[config.mk]
export PLATFORM = sky130hd
export DESIGN_NAME = dss_ram
export DESIGN_NICKNAME = d
export VERILOG_FILES = /design/src/rtl/assert_macros.svh /design/src/rtl/dss_ram.sv
export SDC_FILE = /design/constraint.sdc
export NUM_CORES = 1
export LEC_CHECK = 0
export ABC_AREA = 1
export BUFFER_PORTS_ARGS = -buffer_cell sky130_fd_sc_hd__buf_2
export CORE_UTILIZATION = 35
export DETAILED_ROUTE_END_ITERATION = 6
export PLACE_DENSITY_LB_ADDON = 0.25
export RECOVER_POWER = 50
export SYNTH_ARGS = -nofsm -noshare
export SYNTH_HDL_FRONTEND = slang
export SYNTH_SLANG_ARGS = --single-unit
[constraint.sdc]
create_clock -name clk_i -period 2.4 [get_ports clk_i]
set_input_delay 0.24 -clock clk_i [delete_from_list [all_inputs] [get_ports clk_i]]
set_output_delay 0.24 -clock clk_i [all_outputs]
set_load 0.005 [all_outputs]
[src/rtl/assert_macros.svh]
// Assertion macros shared by the RTL modules of the deletion syndrome block.
`ifndef ASSERT_MACROS_SVH
`define ASSERT_MACROS_SVH

// Property checked on every rising clk_i edge outside reset.
`define DSS_ASSERT(lbl, prop, msg) \
  lbl: assert property (@(posedge clk_i) disable iff (!rst_ni) (prop)) else $error(msg);

// Condition that must never hold outside reset.
`define DSS_ASSERT_NEVER(lbl, cond, msg) \
  lbl: assert property (@(posedge clk_i) disable iff (!rst_ni) !(cond)) else $error(msg);

`endif

[src/rtl/dss_ram.sv]
// Generic single-port-write, single-port-read RAM with registered read data.
module dss_ram #(
  parameter int WIDTH = 8,
  parameter int DEPTH = 16
) (
  input  logic                     clk_i,
  input  logic                     we_i,
  input  logic [$clog2(DEPTH)-1:0] waddr_i,
  input  logic [WIDTH-1:0]         wdata_i,
  input  logic [$clog2(DEPTH)-1:0] raddr_i,
  output logic [WIDTH-1:0]         rdata_o
);

  logic [WIDTH-1:0] mem_q [DEPTH];

  always_ff @(posedge clk_i) begin
    if (we_i) begin
      mem_q[waddr_i] <= wdata_i;
    end
    rdata_o <= mem_q[raddr_i];
  end

endmodule

==> flow_summary.yaml, run 1 <==
clocking:
  clkLatencyLatePin_ns: 0.42
  cts_tree: "done"
  numCtsBuffers: 17
  cts_root_buf: "clkbuf_16"
  htree_levels: 4
  cts_hold_buf: 0
  clk_pin_slew_ns: 0.06
  cts.sinks: 136
  postCtsSetupRepairBufs: 0
  cts_max_path_buffers: 2
  cts-resized-gates: 0
global_routing:
  grt_pass1_vias: 3620
  grt_pass1_wl_mm: 21.1
  grt_max_degree: 65
  track_usage: 0.177
  grt_overflow: 0
  antenna_found_initial: 0
floorplan:
  design.core.area_mm2: 0.0160
  initial_core_util: 0.360
  floorplan.die_area_mm2: 0.0170
  die_w_um: 130
  io_pins: 26
  row_count: 46
  die_y_um: 130
drt:
  route.vias.total: 3737
  wl_per_cell_um: 16.7
  drc: 0
  first_pass_iters: 5
  ant_nets: 0
  drt_wl_total_mm: 13.5
  drtIter0Drc: 336
  via_per_inst: 4.61
final_layout:
  final_util: 0.414
  final_nets: 600
  antennaDiodeCount: 0
  nFillCells: 1624
  syn_to_final_growth_pct: 14.8
  drive_gt1_frac: 0.0874
synthesis:
  synth_area_leaders: "edfxtp_1 (67%), nand2_1 (11%), nand3_1 (8.4%)"
  synth.net_count: 569
  synth_cell_type_count: 12
  syn_area_mm2: 0.00577
  synth.largest_area_cell: "edfxtp_1"
  synth_top_family_by_area: "simple AND/OR/NAND/NOR gates"
  synthSimpleGateAreaFrac: 0.210
  synth_mux_area_frac: 0
  ys_seq_area_frac: 0.694
  ys_ff_latch: 136
  synth_xor_area_frac: 0
  yosysWarnings: 0
  yosysTopAreaCellShare: 0.667
  syn_avg_cell_area_um2: 10.5
  synthAdderAreaFrac: 0
  synthCells: 551
  synth-compound-area-share: 0
power:
  p_comb_frac: 0.058
  internal-power_mw: 4.24
  power.density_mw_per_mm2: 816
  pwr-share-clk: 0.446
  p_leak_nw: 2.81
  vdd_drop_max_mv: 0.559
  switching_share: 0.216
  seqPwrFrac: 0.495
  total_power_mw: 5.40
  netSwitchingPower_mw: 1.17
worst_setup_path:
  reg2reg_depth: 6
  cp_max_fo: 28
  path_depth: 8
  r2r_setup_slack_ns: 1.32
  path_cells: "buf_2 -> inv_2 -> buf_4 -> nand2_1 -> nand3_1 -> nand3_1 -> nand3_1 -> nand2_1"
  slowest_stage: "inv_2"
  endpoint_kind: "flip-flop"
  cpPeakStageDelay_ns: 0.38
  worstPathArrival_ns: 1.55
  startpoint_type: "input port"
  critPathBufInv: 3
  crit_family: "buffers and inverters"
  crit_top_cell: "nand3_1"
  cp.required_ns: 2.71
  crit_type: "in2reg"
job:
  cap_violations: 0
placement:
  port_buffers: 25
  hpwlAfterDp_mm: 8.50
  place_congestion: 0.801
sta:
  fin_skew_ns: 0.0131
  finalCritPeriodShare: 0.519
  max_freq_mhz: 804
  min_period_ns: 1.24
  finalSetupViolations: 0
  setup_tns_ns: 0
  finalHoldViolCount: 0
  worst_slew_pin_slew_ns: 1.03
  grt_setup_unrepaired: "no"
  slew-limit-headroom: 0.311
  slew_violations: 0
worst_hold_path:
  min_path_cells: 3
  hold_class: "in2reg"
outcome:
  status: "complete, no violations"
==> stage by stage <==
stage	setup slack (ns)	instance area [um^2]	hold WS, ns	instances
finish	1.16	6620	0.205	811
global route	1.08	6620	0.210	811
CTS	1.18	6630	0.211	811
detailed placement	0.741	6090	0.621	779
global placement	0.700	6090	0.620	779
floorplan	1.21	5770	0.339	551
==> layer usage <==
metal  wire [um]  part of all wire  vias to the layer above  track usage
met2        6290              0.47                       86        0.271
met1        6460              0.48                     1805        0.246
met3         540             0.040                       15       0.0353
met5           0                 0                        -            0
met4         223             0.017                        0       0.0757
li1            -                 -                     1831            -
==> power groups by stage <==
stage               Sequential, mW  Clock, mW  Combinational (mW)
floorplan                     2.72          0               0.187
global placement              2.72          0               0.321
detailed placement            2.72          0               0.323
CTS                           2.67       2.44               0.324
global route                  2.68       2.54               0.355
finish                        2.68       2.41               0.315
==> worst reg2reg max path, cell delays in order (launching register included) <==
cell and delay, ns:
edfxtp_1 0.35, inv_1 0.07, nand2_1 0.05, nand3_1 0.12
nand3_1 0.14, nand3_1 0.15, nand2_1 0.07
==> cells in the mapped netlist <==
library cell	instances
dfxtp_1	8
inv_2	2
nand3b_1	2
inv_1	100
nand3_1	97
edfxtp_1	128
buf_2	13
buf_1	1
buf_6	6
buf_4	4
nand2_1	173
nor2_1	17
==> logic make-up (layout without fill, tap and decap cells) <==
family        count (synthesis)  in the layout
flops                       136            136
buf+inv                     126            170
simple gates                289            289
==> flip-flops by register name, indices dropped and copies added (netlist names) <==
signal   count
mem_q      128
rdata_o      8
==> final cells by class <==
| cell class | count | area, um^2 | area share |
|---|---|---|---|
| timing repair buffer | 36 | 205 | 0.0310 |
| sequential | 136 | 4000 | 0.605 |
| clock buffer | 18 | 429 | 0.0648 |
| multi-input combinational | 289 | 1210 | 0.183 |
| tap | 216 | 270 | 0.0408 |
| clock inverter | 14 | 114 | 0.0172 |
| inverter | 102 | 383 | 0.0578 |
==> worst paths after layout <==
path,from,endpoint
setup / recovery,raddr_i[0],rdata_o[0]$_DFF_P_
hold / removal,raddr_i[3],rdata_o[5]$_DFF_P_
setup reg to reg,mem_q[7][5]$_DFFE_PP_,rdata_o[5]$_DFF_P_
hold reg to reg,mem_q[2][4]$_DFFE_PP_,rdata_o[4]$_DFF_P_
==> cells in the final DEF, fill, tap and decap left out <==
cell type	synthesis	final
clkinv_1	0	7
clkbuf_16	0	17
dfxtp_1	8	8
buf_2	13	16
clkinvlp_4	0	1
clkbuf_1	0	11
buf_4	4	9
nor2_1	17	17
inv_1	100	100
inv_2	2	2
nand3b_1	2	2
edfxtp_1	128	128
buf_12	0	1
nand3_1	97	97
bufinv_16	0	2
clkinv_2	0	4
nand2_1	173	173
Power figures use the tool's default switching activity.
==> run 2, diff against run 1 <==
clock period = 1.1 ns   (was 2.4 ns; I/O delays follow)
==> run 2 against run 1 <==
Against the previous run: via count up 2.7%; setup slack worse by 1.1 ns; register-to-register slack worse by 1.2 ns; clock power rose to 2.6 times the previous value; first-iteration DRC count up 22%; flip-flop and latch count unchanged; largest cell class unchanged.
==> flow_summary.yaml, run 2 (synthesized netlist as in run 1, its figures left out) <==
floorplan:
  die_w_um: 130
  die_y_um: 130
  initial_core_util: 0.360
  floorplan.die_area_mm2: 0.0170
  row_count: 46
  io_pins: 26
  design.core.area_mm2: 0.0160
clocking:
  cts_hold_buf: 0
  numCtsBuffers: 17
  clkLatencyLatePin_ns: 0.42
  htree_levels: 4
  cts_root_buf: "clkbuf_16"
  cts_tree: "done"
  cts.sinks: 136
  cts_max_path_buffers: 2
  clk_pin_slew_ns: 0.06
final_layout:
  drive_gt1_frac: 0.128
  mostFrequentLayoutCells: "nand2_1 (173), edfxtp_1 (128), inv_1 (100)"
  largest_reg_flops: 128
  syn_to_final_growth_pct: 20.9
  final_common_cell: "nand2_1"
  antennaDiodeCount: 0
  reg_top3: "mem_q (128), rdata_o (8)"
  instances_no_fill: 833
  regMostFlops: "mem_q"
  final_nets: 622
  nFillCells: 1516
power:
  pwr-share-clk: 0.490
  switching_share: 0.204
  p_comb_frac: 0.059
  power.density_mw_per_mm2: 1850
  internal-power_mw: 10.3
  netSwitchingPower_mw: 2.63
  seqPwrFrac: 0.451
  vdd_drop_max_mv: 1.07
  p_leak_nw: 2.99
sta:
  finalCritPeriodShare: 0.931
  slew-limit-headroom: 0.355
  max_freq_mhz: 977
  slew_violations: 0
  grt_setup_unrepaired: "no"
  setup_tns_ns: 0
  min_period_ns: 1.02
  finalHoldViolCount: 0
  hold_slack_ns: 0.165
  finalSetupViolations: 0
  worst_slew_pin_slew_ns: 0.967
  fin_skew_ns: 0.00618
drt:
  ant_nets: 0
  drc: 0
  first_pass_iters: 5
  route.vias.total: 3837
  drtIter0Drc: 411
  drt_wl_total_mm: 13.4
  via_per_inst: 4.61
  wl_per_cell_um: 16.1
global_routing:
  track_usage: 0.174
  grt_max_degree: 54
  grt_overflow: 0
  grt_pass1_vias: 3769
  grt_pass1_wl_mm: 21.1
  antenna_found_initial: 0
worst_setup_path:
  cpPeakStageDelay_ns: 0.38
  cp.required_ns: 1.41
  worstPathArrival_ns: 1.33
  startpoint_type: "flip-flop"
  slowest_stage: "edfxtp_1"
  endpoint_kind: "flip-flop"
  crit_type: "reg2reg"
  path_cells: "inv_1 -> nand2_1 -> nand3_1 -> nand3_1 -> nand3_2 -> nand2_1"
  cp_max_fo: 1
job:
  cap_violations: 0
placement:
  placedCellCount: 801
  port_buffers: 25
  hpwlAfterDp_mm: 8.34
  place_congestion: 0.776
worst_hold_path:
  hold_class: "in2reg"
outcome:
  status: "complete, no violations"
[run 2: changes by cell type in the layout (fill, tap and decap cells not counted), moves of 3 or more]
cell | previous run | this run
clkinv_2 | 4 | 0
clkinv_1 | 7 | 2
buf_12 | 1 | 6
bufinv_16 | 2 | 6
clkinvlp_4 | 1 | 4
buf_4 | 9 | 25
[run 2: through the flow]
stage | power, mW | worst slack [ns] | utilization | area (um^2)
after floorplan | 6.34 | 0.0392 | - | 5770
after global routing | 13.3 | 0.0110 | 0.436 | 6970
after global placement | 6.69 | -0.116 | 0.395 | 6320
after detailed placement | 6.71 | -0.140 | 0.395 | 6320
after CTS | 13.0 | 0.0409 | 0.436 | 6980
final | 12.9 | 0.0762 | 0.436 | 6970
[run 2: path summary, 6_finish.rpt]
check / slack [ns] / start / endpoint / cells past startpoint
setup / recovery: 0.08 / mem_q[0][6]$_DFFE_PP_ / rdata_o[6]$_DFF_P_ / 6
hold / removal: 0.17 / raddr_i[3] / rdata_o[3]$_DFF_P_ / 4
setup reg to reg: 0.08 / mem_q[0][6]$_DFFE_PP_ / rdata_o[6]$_DFF_P_ / 6
hold reg to reg: 0.67 / mem_q[12][2]$_DFFE_PP_ / rdata_o[2]$_DFF_P_ / 6
[run 2: critical path: cells and delay by family, from the launching register on]
kind,cells,cell delay (ns)
flops,1,0.38
simple gates,5,0.45
buf+inv,1,0.08
[run 2: routing by layer]
layer / wire length [um] / track usage
met5: 0 / 0
met3: 613 / 0.0377
met4: 347 / 0.0832
met1: 6110 / 0.230
met2: 6330 / 0.273
[run 2: cell type report]
class,instances,area (um^2),area share
clock buffers,19,433,0.0621
clock inverters,13,226,0.0325
inverters,102,383,0.0549
multi-input cells,289,1220,0.176
flip-flops and latches,136,4000,0.575
well taps,216,270,0.0388
repair buffers,58,429,0.0616
[run 2: power groups by stage]
stage | registers (mW) | clock network, mW | logic [mW]
after floorplan | 5.93 | 0 | 0.409
after global routing | 5.84 | 6.62 | 0.854
after global placement | 5.93 | 0 | 0.763
final | 5.83 | 6.32 | 0.766
after detailed placement | 5.93 | 0 | 0.772
after CTS | 5.83 | 6.38 | 0.777
[run 2: timing repair]
| action | in CTS | in global routing |
|---|---|---|
| gates resized for setup | 0 | 2 |
| buffers inserted | 0 | 0 |
| endpoints found under the setup margin | 0 | 2 |
==> run 3, diff against run 2 <==
ABC_CLOCK_PERIOD_IN_PS = 1100   (was default)
CELL_PAD_IN_SITES_DETAIL_PLACEMENT = 0   (was default)
CELL_PAD_IN_SITES_GLOBAL_PLACEMENT = 1   (was default)
==> run 3 against run 2 <==
Against the previous run: clock-buffer cell count fell by 2; routed wire length rose by 6.0%; final cell count rose by 0.36%; flip-flop and latch count did not move; power fell by 7.0%; sequential power barely moved; first-iteration DRC count fell by 31%; global-route usage rose by 1.3 points; via count rose by 0.34%; die area did not move; highest routed layer unchanged; critical endpoint is now rdata_o[6].
==> flow_summary.yaml, run 3 (synthesized netlist as in run 1, its figures left out) <==
outcome:
  status: "complete, no violations"
clocking:
  numCtsBuffers: 17
  cts_hold_buf: 0
  cts_max_path_buffers: 2
  cts.sinks: 136
  clk_pin_slew_ns: 0.06
  cts_root_buf: "clkbuf_16"
  clkLatencyLatePin_ns: 0.41
  htree_levels: 4
  cts_tree: "done"
job:
  cap_violations: 0
worst_setup_path:
  crit_family: "flip-flops"
  startpoint_type: "flip-flop"
  endpoint_kind: "output port"
  crit_type: "reg2out"
  cp_max_fo: 1
  cp.required_ns: 0.99
  path_cells: "buf_2"
  critPathBufInv: 1
  cpPeakStageDelay_ns: 0.38
  worstPathArrival_ns: 0.94
  slowest_stage: "dfxtp_1"
drt:
  drtIter0Drc: 284
  wl_per_cell_um: 17.0
  drt_wl_total_mm: 14.2
  drc: 0
  via_per_inst: 4.61
  route.vias.total: 3850
  first_pass_iters: 4
  ant_nets: 0
global_routing:
  grt_pass1_wl_mm: 22.1
  grt_pass1_vias: 3744
  grt_overflow: 0
  track_usage: 0.186
  grt_max_degree: 33
  antenna_found_initial: 0
power:
  pwr-share-clk: 0.448
  p_comb_frac: 0.067
  netSwitchingPower_mw: 2.66
  vdd_drop_max_mv: 1.17
  p_leak_nw: 2.98
  power.density_mw_per_mm2: 1740
  total_power_mw: 12.0
  switching_share: 0.221
  internal-power_mw: 9.35
  seqPwrFrac: 0.486
placement:
  port_buffers: 25
  hpwlAfterDp_mm: 8.98
  place_congestion: 0.751
  placedCellCount: 804
  placed_cell_area_mm2: 0.00637
sta:
  finalCritPeriodShare: 0.954
  slew_violations: 0
  max_freq_mhz: 953
  slew-limit-headroom: 0.340
  fin_skew_ns: 0.00317
  grt_setup_unrepaired: "no"
  worst_slew_pin_slew_ns: 0.990
  min_period_ns: 1.05
  finalHoldViolCount: 0
  setup_tns_ns: 0
  finalSetupViolations: 0
worst_hold_path:
  hold_class: "in2reg"
final_layout:
  nFillCells: 1593
  regArea_mm2: 0.00400
  multi_input_area_mm2: 0.00122
  syn_to_final_growth_pct: 20.0
  antennaDiodeCount: 0
  final_cell_area_mm2: 0.00692
  reg_top3: "mem_q (128), rdata_o (8)"
  final_util: 0.433
  final_common_cell: "nand2_1"
  drive_gt1_frac: 0.139
  regMostFlops: "mem_q"
  largest_reg_flops: 128
  instances_no_fill: 836
  mostFrequentLayoutCells: "nand2_1 (173), edfxtp_1 (128), inv_1 (100)"
  final_nets: 625
floorplan:
  design.core.area_mm2: 0.0160
  die_y_um: 130
  io_pins: 26
  row_count: 46
  initial_core_util: 0.360
  die_w_um: 130
  floorplan.die_area_mm2: 0.0170
run 3: path summary, 6_finish.rpt:
path	slack, ns	cells after the start	from	end
worst max-delay path	0.05	1	rdata_o[6]$_DFF_P_	rdata_o[6]
worst max register to register	0.09	6	mem_q[6][3]$_DFFE_PP_	rdata_o[3]$_DFF_P_
worst min-delay path	0.14	4	raddr_i[3]	rdata_o[6]$_DFF_P_
worst min register to register	0.66	6	mem_q[10][6]$_DFFE_PP_	rdata_o[6]$_DFF_P_
run 3: area by class of cell:
| cell class | count | share of cell area |
|---|---|---|
| Tap cell | 216 | 0.0390 |
| Sequential cell | 136 | 0.578 |
| Clock buffer | 17 | 0.0614 |
| Clock inverter | 15 | 0.0197 |
| Timing Repair Buffer | 61 | 0.0694 |
| Multi-Input combinational cell | 289 | 0.177 |
| Inverter | 102 | 0.0553 |
run 3: metrics by stage:
stage               setup slack [ns]  hold slack, ns
finish                        0.0511           0.136
global route                 0.00959           0.143
CTS                           0.0251           0.108
detailed placement            -0.174           0.489
global placement              -0.160           0.490
floorplan                     0.0392           0.209
run 3: tightest hold or removal path, delay by kind of cell:
family                 cells  cell delay (ns)
AND/OR/NAND/NOR            2             0.14
buffers and inverters      2             0.27
run 3: timing repair:
item / CTS / global route
endpoints found under the setup margin: 0 / 2
buffers inserted: 0 / 0
gates resized for setup: 0 / 2
run 3: power by group through the flow:
| stage | clock network [mW] | registers [mW] | logic, mW |
|---|---|---|---|
| 6_report | 5.38 | 5.83 | 0.799 |
| 5_1_grt | 5.69 | 5.84 | 0.886 |
| 4_1_cts | 5.50 | 5.83 | 0.813 |
| 3_5_place_dp | 0 | 5.94 | 0.811 |
| 3_3_place_gp | 0 | 5.94 | 0.804 |
| 2_1_floorplan | 0 | 5.93 | 0.409 |
run 3: per-layer routing:
layer | global-route usage | wire length (um) | vias up
met2 | 0.278 | 6360 | 95
met5 | 0 | 0 | -
met1 | 0.263 | 6660 | 1851
met3 | 0.0418 | 878 | 18
li1 | - | - | 1886
met4 | 0.0764 | 301 | 0
