**src/rtl/assert_macros.svh**
```systemverilog
// Assertion macros shared by the RTL modules of the deletion syndrome block.
`ifndef ASSERT_MACROS_SVH
`define ASSERT_MACROS_SVH

// Property checked on every rising clk_i edge outside reset.
`define DSS_ASSERT(lbl, prop, msg) \
  lbl: assert property (@(posedge clk_i) disable iff (!rst_ni) (prop)) else $error(msg);

// Condition that must never hold outside reset.
`define DSS_ASSERT_NEVER(lbl, cond, msg) \
  lbl: assert property (@(posedge clk_i) disable iff (!rst_ni) !(cond)) else $error(msg);

`endif

```
**src/rtl/dss_pkg.sv**
```systemverilog
// Package: sizes, codes and shared types of the deletion syndrome block.
package dss_pkg;

  localparam int MAX_POSITIONS        = 32;
  localparam int MAX_CONSTRAINT_COUNT = 8;
  localparam int WEIGHT_BITS          = 48;

  localparam int POS_W   = $clog2(MAX_POSITIONS);
  localparam int CI_W    = $clog2(MAX_CONSTRAINT_COUNT);
  localparam int ADDR_W  = CI_W + POS_W;
  localparam int W_DEPTH = MAX_CONSTRAINT_COUNT * MAX_POSITIONS;

  // Field widths of the channels
  localparam int OP_W       = 2;
  localparam int WIN_W      = 48;
  localparam int WORD_W     = 32;
  localparam int LEN_W      = 6;
  localparam int NC_W       = 4;
  localparam int MOD_W      = 31;
  localparam int CFG_IDX_W  = 2;
  localparam int CFG_DATA_W = 8;

  // Accumulator: 32 differences of two weights each
  localparam int ACC_W      = WEIGHT_BITS + POS_W + 1;
  localparam int STEP_W     = POS_W + 1;
  localparam int DIV_CNT_W  = $clog2(ACC_W);

  typedef enum logic [OP_W-1:0] {
    OP_LOAD_WEIGHT  = 2'd0,
    OP_LOAD_MODULUS = 2'd1,
    OP_COMPUTE      = 2'd2
  } op_e;

  typedef enum logic [CFG_IDX_W-1:0] {
    CFG_BLOCK_LENGTH    = 2'd0,
    CFG_NUM_CONSTRAINTS = 2'd1
  } cfg_idx_e;

  // Request to the modulo unit
  typedef struct packed {
    logic             start;
    logic             neg;
    logic [ACC_W-1:0] mag;
    logic [MOD_W-1:0] modulus;
  } div_req_t;

  // Answer of the modulo unit
  typedef struct packed {
    logic             done;
    logic [MOD_W-1:0] residue;
  } div_rsp_t;

endpackage

```
**src/rtl/dss_divider.sv**
```systemverilog
// Bit-serial modulo unit: signed sum modulo a 31-bit modulus, one dividend bit a cycle.
`include "assert_macros.svh"

module dss_divider (
  input  logic              clk_i,
  input  logic              rst_ni,
  input  dss_pkg::div_req_t req_i,
  output dss_pkg::div_rsp_t rsp_o
);

  logic                              busy_q, busy_d;
  logic                              done_q, done_d;
  logic [dss_pkg::DIV_CNT_W-1:0]     cnt_q, cnt_d;
  logic [dss_pkg::MOD_W-1:0]         rem_q, rem_d;
  logic [dss_pkg::ACC_W-1:0]         dvd_q, dvd_d;
  logic [dss_pkg::MOD_W-1:0]         m_q, m_d;
  logic                              neg_q, neg_d;
  logic [dss_pkg::MOD_W-1:0]         res_q, res_d;

  logic [dss_pkg::MOD_W:0]           rem_sh;
  logic [dss_pkg::MOD_W:0]           rem_sub;
  logic [dss_pkg::MOD_W-1:0]         rem_nx;
  logic                              last;

  // Restoring step: shift in the next dividend bit, subtract if it fits
  assign rem_sh  = {rem_q, dvd_q[dss_pkg::ACC_W-1]};
  assign rem_sub = rem_sh - {1'b0, m_q};
  assign rem_nx  = (rem_sh >= {1'b0, m_q}) ? rem_sub[dss_pkg::MOD_W-1:0]
                                           : rem_sh[dss_pkg::MOD_W-1:0];
  assign last    = (cnt_q == dss_pkg::DIV_CNT_W'(dss_pkg::ACC_W - 1));

  always_comb begin
    busy_d = busy_q;
    done_d = 1'b0;
    cnt_d  = cnt_q;
    rem_d  = rem_q;
    dvd_d  = dvd_q;
    m_d    = m_q;
    neg_d  = neg_q;
    res_d  = res_q;
    if (req_i.start) begin
      busy_d = 1'b1;
      cnt_d  = '0;
      rem_d  = '0;
      dvd_d  = req_i.mag;
      m_d    = req_i.modulus;
      neg_d  = req_i.neg;
    end else if (busy_q) begin
      rem_d = rem_nx;
      dvd_d = {dvd_q[dss_pkg::ACC_W-2:0], 1'b0};
      cnt_d = cnt_q + 1'b1;
      if (last) begin
        busy_d = 1'b0;
        done_d = 1'b1;
        // Negative sums fold back into 0..m-1; a zero modulus gives zero
        if (m_q == '0) begin
          res_d = '0;
        end else if (neg_q && (rem_nx != '0)) begin
          res_d = m_q - rem_nx;
        end else begin
          res_d = rem_nx;
        end
      end
    end
  end

  always_ff @(posedge clk_i or negedge rst_ni) begin
    if (!rst_ni) begin
      busy_q <= 1'b0;
      done_q <= 1'b0;
      cnt_q  <= '0;
    end else begin
      busy_q <= busy_d;
      done_q <= done_d;
      cnt_q  <= cnt_d;
    end
  end

  always_ff @(posedge clk_i) begin
    rem_q <= rem_d;
    dvd_q <= dvd_d;
    m_q   <= m_d;
    neg_q <= neg_d;
    res_q <= res_d;
  end

  assign rsp_o.done    = done_q;
  assign rsp_o.residue = res_q;

  `DSS_ASSERT_NEVER(a_start_while_busy, req_i.start && busy_q, "start while modulo unit busy")
  `DSS_ASSERT(a_rem_bounded, (busy_q && (m_q != '0)) |-> (rem_q < m_q), "partial remainder >= m")
  `DSS_ASSERT(a_res_bounded, (done_q && (m_q != '0)) |-> (res_q < m_q), "residue >= modulus")

endmodule
```
**config.mk**
```make
export PLATFORM = sky130hd
export DESIGN_NAME = dss_divider
export DESIGN_NICKNAME = d
export VERILOG_FILES = /design/src/rtl/dss_pkg.sv /design/src/rtl/dss_divider.sv
export VERILOG_INCLUDE_DIRS = /design/src /design/src/rtl
export SDC_FILE = /design/constraint.sdc
export NUM_CORES = 1
export LEC_CHECK = 0
export ABC_CLOCK_PERIOD_IN_PS = 8300
export BUFFER_PORTS_ARGS = -buffer_cell sky130_fd_sc_hd__buf_2
export CAP_MARGIN = 20
export CORE_ASPECT_RATIO = 0.9
export CORE_MARGIN = 1
export CORE_UTILIZATION = 26
export CTS_CLUSTER_DIAMETER = 30
export CTS_CLUSTER_SIZE = 10
export DETAILED_ROUTE_END_ITERATION = 10
export PLACE_DENSITY = 0.4
export SETUP_SLACK_MARGIN = 0.02
export SLEW_MARGIN = 25
export SYNTH_ARGS = -nofsm -noshare
export SYNTH_HDL_FRONTEND = slang
export SYNTH_SLANG_ARGS = --single-unit
export TNS_END_PERCENT = 1
```
**constraint.sdc**
```tcl
create_clock -name clk_i -period 8.3 [get_ports clk_i]
set_clock_uncertainty 0.05 [all_clocks]
set_input_delay 0.415 -clock clk_i [delete_from_list [all_inputs] [get_ports clk_i]]
set_output_delay 0.415 -clock clk_i [all_outputs]
set_load 0.02 [all_outputs]
```
==> flow_summary.yaml, run 1 <==
synthesis:
  syn_inst: 1024
  yosysUniqueCellTypes: 76
  ys_warn_count: 0
  synth_seq_area_share_pct: 42.90
  synth_edf_count: 117
  synth_ff_type: "edfxtp_1"
  synth_seq_cells: 156
  synth_fp_nets: 1169
  avgSynthCellArea_sq_um: 9.867
  async_reset_ff_share_pct: 5.128
  syn-cell-area_sq_um: 10100
timing:
  setup_viol: 0
  period_share_pct: 92.67
  rsz0062_at_grt: "no"
  hold_violations: 0
  setup_slack_ns: 0.6088
  worst_slew_pin_slew_ns: 0.9339
  timing.final.max_slew_violations: 0
  fmax_ghz: 0.1300
  relSlewSlack_pct: 37.74
  holdWs_ns: 0.08267
  finalCriticalPeriod_ns: 7.691
  fin_tns_setup_ns: 0
floorplanning:
  coreArea_sq_um: 38290
  start_util_pct: 26.39
  die_height_um: 189.0
  io_pins: 121
  die_area_sq_um: 39650
  die-width_um: 209.8
  rows: 68
route:
  detail_route.wl_per_cell_um: 18.38
  vias_per_cell: 4.981
  drt_iter0_markers: 466
  postRouteAntennaNets: 0
  dr.pass1.iters: 7
  wl_mm: 30.10
  vias: 8159
  drc: 0
worst_hold_path:
  hp-class: "in2reg"
  holdPathEnd: "m_q[9]$_DFFE_PP_"
  worstHoldStart: "req_i[9]"
  min_path_cells: 1
place:
  dp.cells: 1605
  dp_slack_ns: 0.6652
  hpwl_mm: 22.54
  numPortBuffers: 120
  gp_congestion: 0.8691
cts:
  clk_latency_ns: 0.46
  root_buffer: "clkbuf_16"
  numCtsBuffers: 17
  cts_tree: "built"
  cts_buffer_depth: 2
  cts_num_sinks: 156
  path_clk_slew_ns: 0.08
  cts-htree-levels: 4
  post-cts-setup-buffer-count: 0
  cts_resized: 0
global_route:
  grt_pass1_vias: 8105
  antenna_found_initial: 0
  grt_start_max_net_pins: 74
  grt_usage_pct: 15.85
  grt-ovfl-total: 0
  grt_first_pass_wirelength_mm: 47.63
worst_setup_path:
  rrSetupSlack_ns: 0.61
  r2r-start: "m_q[11]$_DFFE_PP_"
  reg2reg_depth: 25
  start_kind: "flip-flop"
  path_class: "reg2reg"
  critPathMaxFanout: 9
  cp-end-kind: "flip-flop"
  r2r-end: "res_q[30]$_SDFFCE_PN0P_"
  required_ns: 8.46
  cp_data_arrival_time_ns: 7.85
power_and_ir_drop:
  p_per_area_nw_per_um2: 361.9
  power_frac_seq_pct: 25.3
  power.leakage_uw: 0.004812
  peakVddDrop_mv: 0.1646
  switching_share_pct: 44.51
  p_comb_share_pct: 55.9
  intPower_uw: 2385
  pwr-share-clk_pct: 18.8
  p_sw_uw: 1914
final_layout:
  final_layout_size_suffix_gt1_share_pct: 21.08
  diodes: 0
  num-fill-cells: 4054
  nNetsFinal: 1280
  fin_cells: 1638
  area_growth_pct: 17.57
job:
  drv_cap: 0
status:
  status: "finished, final reports clean"
==> cells in the mapped netlist (7+ instances only) <==
cell | instances | area [sq um]
xnor2_1 | 27 | 236.5
mux2_2 | 56 | 630.6
o21ai_0 | 51 | 255.2
or3_1 | 7 | 43.79
mux2i_1 | 15 | 150.1
o21a_1 | 8 | 60.06
nand2_1 | 53 | 198.9
a31oi_1 | 12 | 75.07
a21oi_1 | 64 | 320.3
xor2_1 | 21 | 183.9
nand4_1 | 15 | 93.84
edfxtp_1 | 117 | 3513
a21o_1 | 28 | 210.2
dfrtp_1 | 8 | 200.2
nor2_1 | 104 | 390.4
nor4_1 | 18 | 112.6
ha_1 | 54 | 675.7
and3_1 | 15 | 93.84
inv_1 | 65 | 244.0
and2_1 | 7 | 43.79
clkbuf_1 | 28 | 105.1
o31ai_1 | 11 | 82.58
nor3_1 | 21 | 105.1
a211oi_1 | 39 | 292.8
nand3_1 | 21 | 105.1
dfxtp_1 | 31 | 620.6
==> flip-flops by register name (all words and copies together) (netlist names) <==
name,count
done_q,1
res_q,31
m_q,31
rem_q,31
busy_q,1
cnt_q,6
dvd_q,54
neg_q,1
==> area by class of cell <==
| type | instances | area, sq um | area share [%] |
|---|---|---|---|
| clock inverters | 15 | 172.7 | 1.454 |
| inverters | 65 | 244.0 | 2.054 |
| repair buffers | 133 | 703.2 | 5.920 |
| flip-flops and latches | 156 | 4335 | 36.50 |
| well taps | 490 | 613.1 | 5.161 |
| clock buffers | 17 | 425.4 | 3.581 |
| multi-input cells | 762 | 5385 | 45.33 |
==> layer usage <==
layer  part of all wire (%)  track usage (%)  vias up
met5                      0                0        -
met4                    1.2            4.773        0
met3                    2.8            2.836       18
met2                     46            25.35      131
met1                     50            21.70     3912
li1                       -                -     4098
==> logic make-up (layout without fill, tap and decap cells) <==
kind of cell	count (synthesis)	after routing	synth area share, %
AND/OR/NAND/NOR	304	304	15.02
AO/OA/AOI/OAI	279	279	18.65
flip-flops	156	156	42.90
buffers and inverters	106	230	4.050
multiplexers	71	71	7.727
adder cells (fa/ha/maj)	60	60	7.492
XOR/XNOR	48	48	4.161
==> through the flow <==
stage	util, %	area, sq um	total power, uW
3_3_place_gp	29.44	11270	3522
6_report	31.03	11880	4299
4_1_cts	31.03	11880	4348
5_1_grt	31.03	11880	4680
3_5_place_dp	29.44	11270	3501
2_1_floorplan	-	10100	2857
==> power groups by stage <==
stage,registers [uW],logic [uW],clock network [uW]
after floorplan,1070,1790,0
after global routing,1100,2710,870
after global placement,1110,2410,0
final,1090,2400,809
after detailed placement,1100,2400,0
after CTS,1090,2410,848
==> cell usage in the layout (no fill, tap or decap), types with 5 or more instances in the layout <==
| cell type | instances |
|---|---|
| edfxtp_1 | 117 |
| nor4_1 | 17 |
| xnor2_1 | 27 |
| or3_1 | 7 |
| inv_1 | 65 |
| nand4_1 | 15 |
| a2111oi_0 | 6 |
| nand2b_1 | 5 |
| nor2b_1 | 5 |
| clkbuf_16 | 17 |
| o21a_1 | 8 |
| or4_1 | 5 |
| nand2_1 | 53 |
| mux2_2 | 56 |
| a211oi_1 | 39 |
| nor3_1 | 21 |
| o31ai_1 | 11 |
| and3_1 | 15 |
| a21o_1 | 28 |
| dfxtp_1 | 31 |
| mux2i_1 | 15 |
| a21oi_1 | 64 |
| ha_1 | 54 |
| inv_6 | 6 |
| o21ai_0 | 51 |
| buf_4 | 13 |
| nor2_1 | 103 |
| o211ai_1 | 5 |
| a21boi_0 | 5 |
| or2_2 | 5 |
| nor3b_1 | 5 |
| and2_1 | 7 |
| xor2_1 | 21 |
| a22o_1 | 5 |
| dfrtp_1 | 7 |
| buf_2 | 119 |
| a31oi_1 | 12 |
| nand3_1 | 21 |
==> timing repair <==
action                     4_1_cts  5_1_grt
setup endpoints to repair        0        0
hold endpoints to repair         8        0
hold buffers                     1        0
==> worst max-delay path, cell delays in order, from the launching register on <==
cell and delay, ns:
edfxtp_1 0.49, inv_1 0.12, ha_1 0.40, a21o_1 0.21, o21bai_1 0.15, a311oi_1 0.64, o22a_2 0.41, nand2_4 0.09
mux2i_1 0.23, fa_1 0.48, a21o_1 0.21, a21oi_1 0.23, o21ai_0 0.13, a21oi_1 0.22, o21ai_0 0.14, a311o_1 0.40
a32o_1 0.30, o22ai_2 0.18, a211oi_1 0.09, or4_1 0.58, a211o_1 0.31, a41o_1 0.30, maj3_2 0.38, a21o_1 0.21
a2111oi_0 0.39, nor2_1 0.09
==> worst max-delay path by stage <==
stage                      startpoint                 endpoint  depth (start not counted)
floorplan           m_q[11]$_DFFE_PP_  res_q[30]$_SDFFCE_PN0P_                         30
global placement    m_q[17]$_DFFE_PP_  res_q[30]$_SDFFCE_PN0P_                         25
detailed placement  m_q[11]$_DFFE_PP_  res_q[30]$_SDFFCE_PN0P_                         25
CTS                 m_q[11]$_DFFE_PP_  res_q[30]$_SDFFCE_PN0P_                         25
global route        m_q[17]$_DFFE_PP_  res_q[30]$_SDFFCE_PN0P_                         25
finish              m_q[11]$_DFFE_PP_  res_q[30]$_SDFFCE_PN0P_                         25
Power figures use the tool's default switching activity.
==> inputs of run 2 (changes only) <==
--- a/config.mk
+++ b/config.mk
@@ -9,13 +9,15 @@
 export ABC_CLOCK_PERIOD_IN_PS = 8300
 export BUFFER_PORTS_ARGS = -buffer_cell sky130_fd_sc_hd__buf_2
 export CAP_MARGIN = 20
+export CELL_PAD_IN_SITES_DETAIL_PLACEMENT = 2
+export CELL_PAD_IN_SITES_GLOBAL_PLACEMENT = 2
 export CORE_ASPECT_RATIO = 0.9
-export CORE_MARGIN = 1
-export CORE_UTILIZATION = 26
+export CORE_MARGIN = 3
+export CORE_UTILIZATION = 38
 export CTS_CLUSTER_DIAMETER = 30
 export CTS_CLUSTER_SIZE = 10
 export DETAILED_ROUTE_END_ITERATION = 10
-export PLACE_DENSITY = 0.4
+export PLACE_DENSITY = 0.79
 export SETUP_SLACK_MARGIN = 0.02
 export SLEW_MARGIN = 25
 export SYNTH_ARGS = -nofsm -noshare
==> run 2 against run 1 <==
Total power rose by 9.0%. Core utilization increased by 15 points. First-iteration DRC count increased by 49%. Cell area shrank 1.1%. Global-route usage rose by 11 points.
==> flow_summary.yaml, run 2 (synthesis results as in run 1) <==
worst_hold_path:
  worstHoldStart: "req_i[0]"
  holdPathEnd: "m_q[0]$_DFFE_PP_"
  hp-class: "in2reg"
  min_path_cells: 1
route:
  wl_mm: 38.58
  drc: 0
  drt_iter0_markers: 695
  detail_route.wl_per_cell_um: 25.82
  vias_per_cell: 5.986
  dr.pass1.iters: 5
  vias: 8943
  postRouteAntennaNets: 0
cts:
  cts_num_sinks: 156
  cts_tree: "built"
  cts-htree-levels: 4
  root_buffer: "clkbuf_16"
  cts_buffer_depth: 2
  numCtsBuffers: 17
  clk_latency_ns: 0.45
  path_clk_slew_ns: 0.08
timing:
  period_share_pct: 94.60
  rsz0062_at_grt: "no"
  relSlewSlack_pct: 33.58
  timing.final.max_slew_violations: 0
  worst_slew_pin_slew_ns: 0.9712
  holdWs_ns: 0.09479
  hold_violations: 0
  fin_tns_setup_ns: 0
  setup_viol: 0
  finalCriticalPeriod_ns: 7.852
  fmax_ghz: 0.1274
global_route:
  top_usage_layer: "met2"
  grt_util_met3_pct: 6.525
  grt-ovfl-total: 0
  grt_first_pass_wirelength_mm: 59.30
  grt_use_met1_pct: 38.07
  grt.met2_usage_pct: 42.12
  grt_pass1_vias: 9674
  antenna_found_initial: 2
  grt_start_max_net_pins: 66
  grt_usage_pct: 27.06
final_layout:
  regMostFlops: "dvd_q"
  final_layout_size_suffix_gt1_share_pct: 21.61
  nNetsFinal: 1284
  final_cell_mix: "buf_2 (119), edfxtp_1 (117), nor2_1 (103)"
  fin_area_sq_um: 11750
  layout_commonest_cell: "buf_2"
  diodes: 0
  largest_reg_flops: 54
  area_growth_pct: 16.31
floorplanning:
  die_height_um: 160.7
  die_area_sq_um: 28580
  coreArea_sq_um: 25670
  rows: 55
  io_pins: 121
  die-width_um: 177.9
  start_util_pct: 39.36
worst_setup_path:
  critPathTopFamily: "compound AO/OA/AOI/OAI gates"
  critPathMaxFanout: 17
  cp_num_buf_inv: 1
  r2r-end: "res_q[30]$_SDFFCE_PN0P_"
  cp-end-kind: "flip-flop"
  cpPeakStageDelay_ns: 0.53
  rrSetupSlack_ns: 0.45
  r2r-start: "m_q[17]$_DFFE_PP_"
  reg2reg_depth: 25
  cp_slowest_cell: "or4_1"
  required_ns: 8.43
  cp_data_arrival_time_ns: 7.99
  path_class: "reg2reg"
  start_kind: "flip-flop"
  cp.depth: 25
power_and_ir_drop:
  p_per_area_nw_per_um2: 398.9
  intPower_uw: 2407
  power_uw: 4688
  p_sw_uw: 2281
  switching_share_pct: 48.65
  p_comb_share_pct: 58.9
  power.leakage_uw: 0.004834
  pwr-share-clk_pct: 17.7
  peakVddDrop_mv: 0.1374
  power_frac_seq_pct: 23.4
place:
  gp_congestion: 0.8644
  numPortBuffers: 120
  placed_area_sq_um: 11100
  hpwl_mm: 27.95
job:
  drv_cap: 0
status:
  status: "finished, final reports clean"
## run 2: area by class of cell
type,count,area [sq um]
Clock buffer,17,425.4
Clock inverter,15,188.9
Fill cell,2701,13920
Inverter,65,244.0
Multi-Input combinational cell,762,5396
Sequential cell,156,4335
Tap cell,342,427.9
Timing Repair Buffer,137,733.2
## run 2: worst max-delay path by stage
| stage | start | to | slack [ns] |
|---|---|---|---|
| finish | m_q[17]$_DFFE_PP_ | res_q[30]$_SDFFCE_PN0P_ | 0.45 |
| global route | m_q[17]$_DFFE_PP_ | res_q[30]$_SDFFCE_PN0P_ | 0.04 |
| CTS | m_q[11]$_DFFE_PP_ | res_q[30]$_SDFFCE_PN0P_ | 0.36 |
| detailed placement | m_q[17]$_DFFE_PP_ | res_q[30]$_SDFFCE_PN0P_ | 0.63 |
| global placement | m_q[17]$_DFFE_PP_ | res_q[30]$_SDFFCE_PN0P_ | 0.87 |
| floorplan | m_q[11]$_DFFE_PP_ | res_q[30]$_SDFFCE_PN0P_ | 0.87 |
## run 2: metrics by stage
step                instances  util [%]  worst slack [ns]
floorplan                1024         -            0.8736
global placement         1459     43.23            0.8708
detailed placement       1459     43.23            0.6260
CTS                      1492     45.66            0.3630
global route             1494     45.78           0.03706
finish                   1494     45.78            0.4483
## run 2: per-layer routing
metal,wire length (um),up-vias,share of wire [%]
li1,-,4085,-
met1,17590,4520,46
met2,17610,298,46
met3,2749,38,7.1
met4,611,2,1.6
met5,13,-,0.034
## run 2: timing repair
action / CTS / global route
endpoints found under the setup margin: 0 / 5
resized for setup: 0 / 2
setup buffers: 0 / 2
endpoints found under the hold margin: 8 / 0
hold buffers: 1 / 0
## run 2: power by group through the flow
stage	Sequential, uW	Combinational, uW	Clock, uW
2_1_floorplan	1070	1790	0
3_3_place_gp	1100	2480	0
3_5_place_dp	1110	2590	0
4_1_cts	1090	2690	837
5_1_grt	1110	3000	860
6_report	1100	2760	829
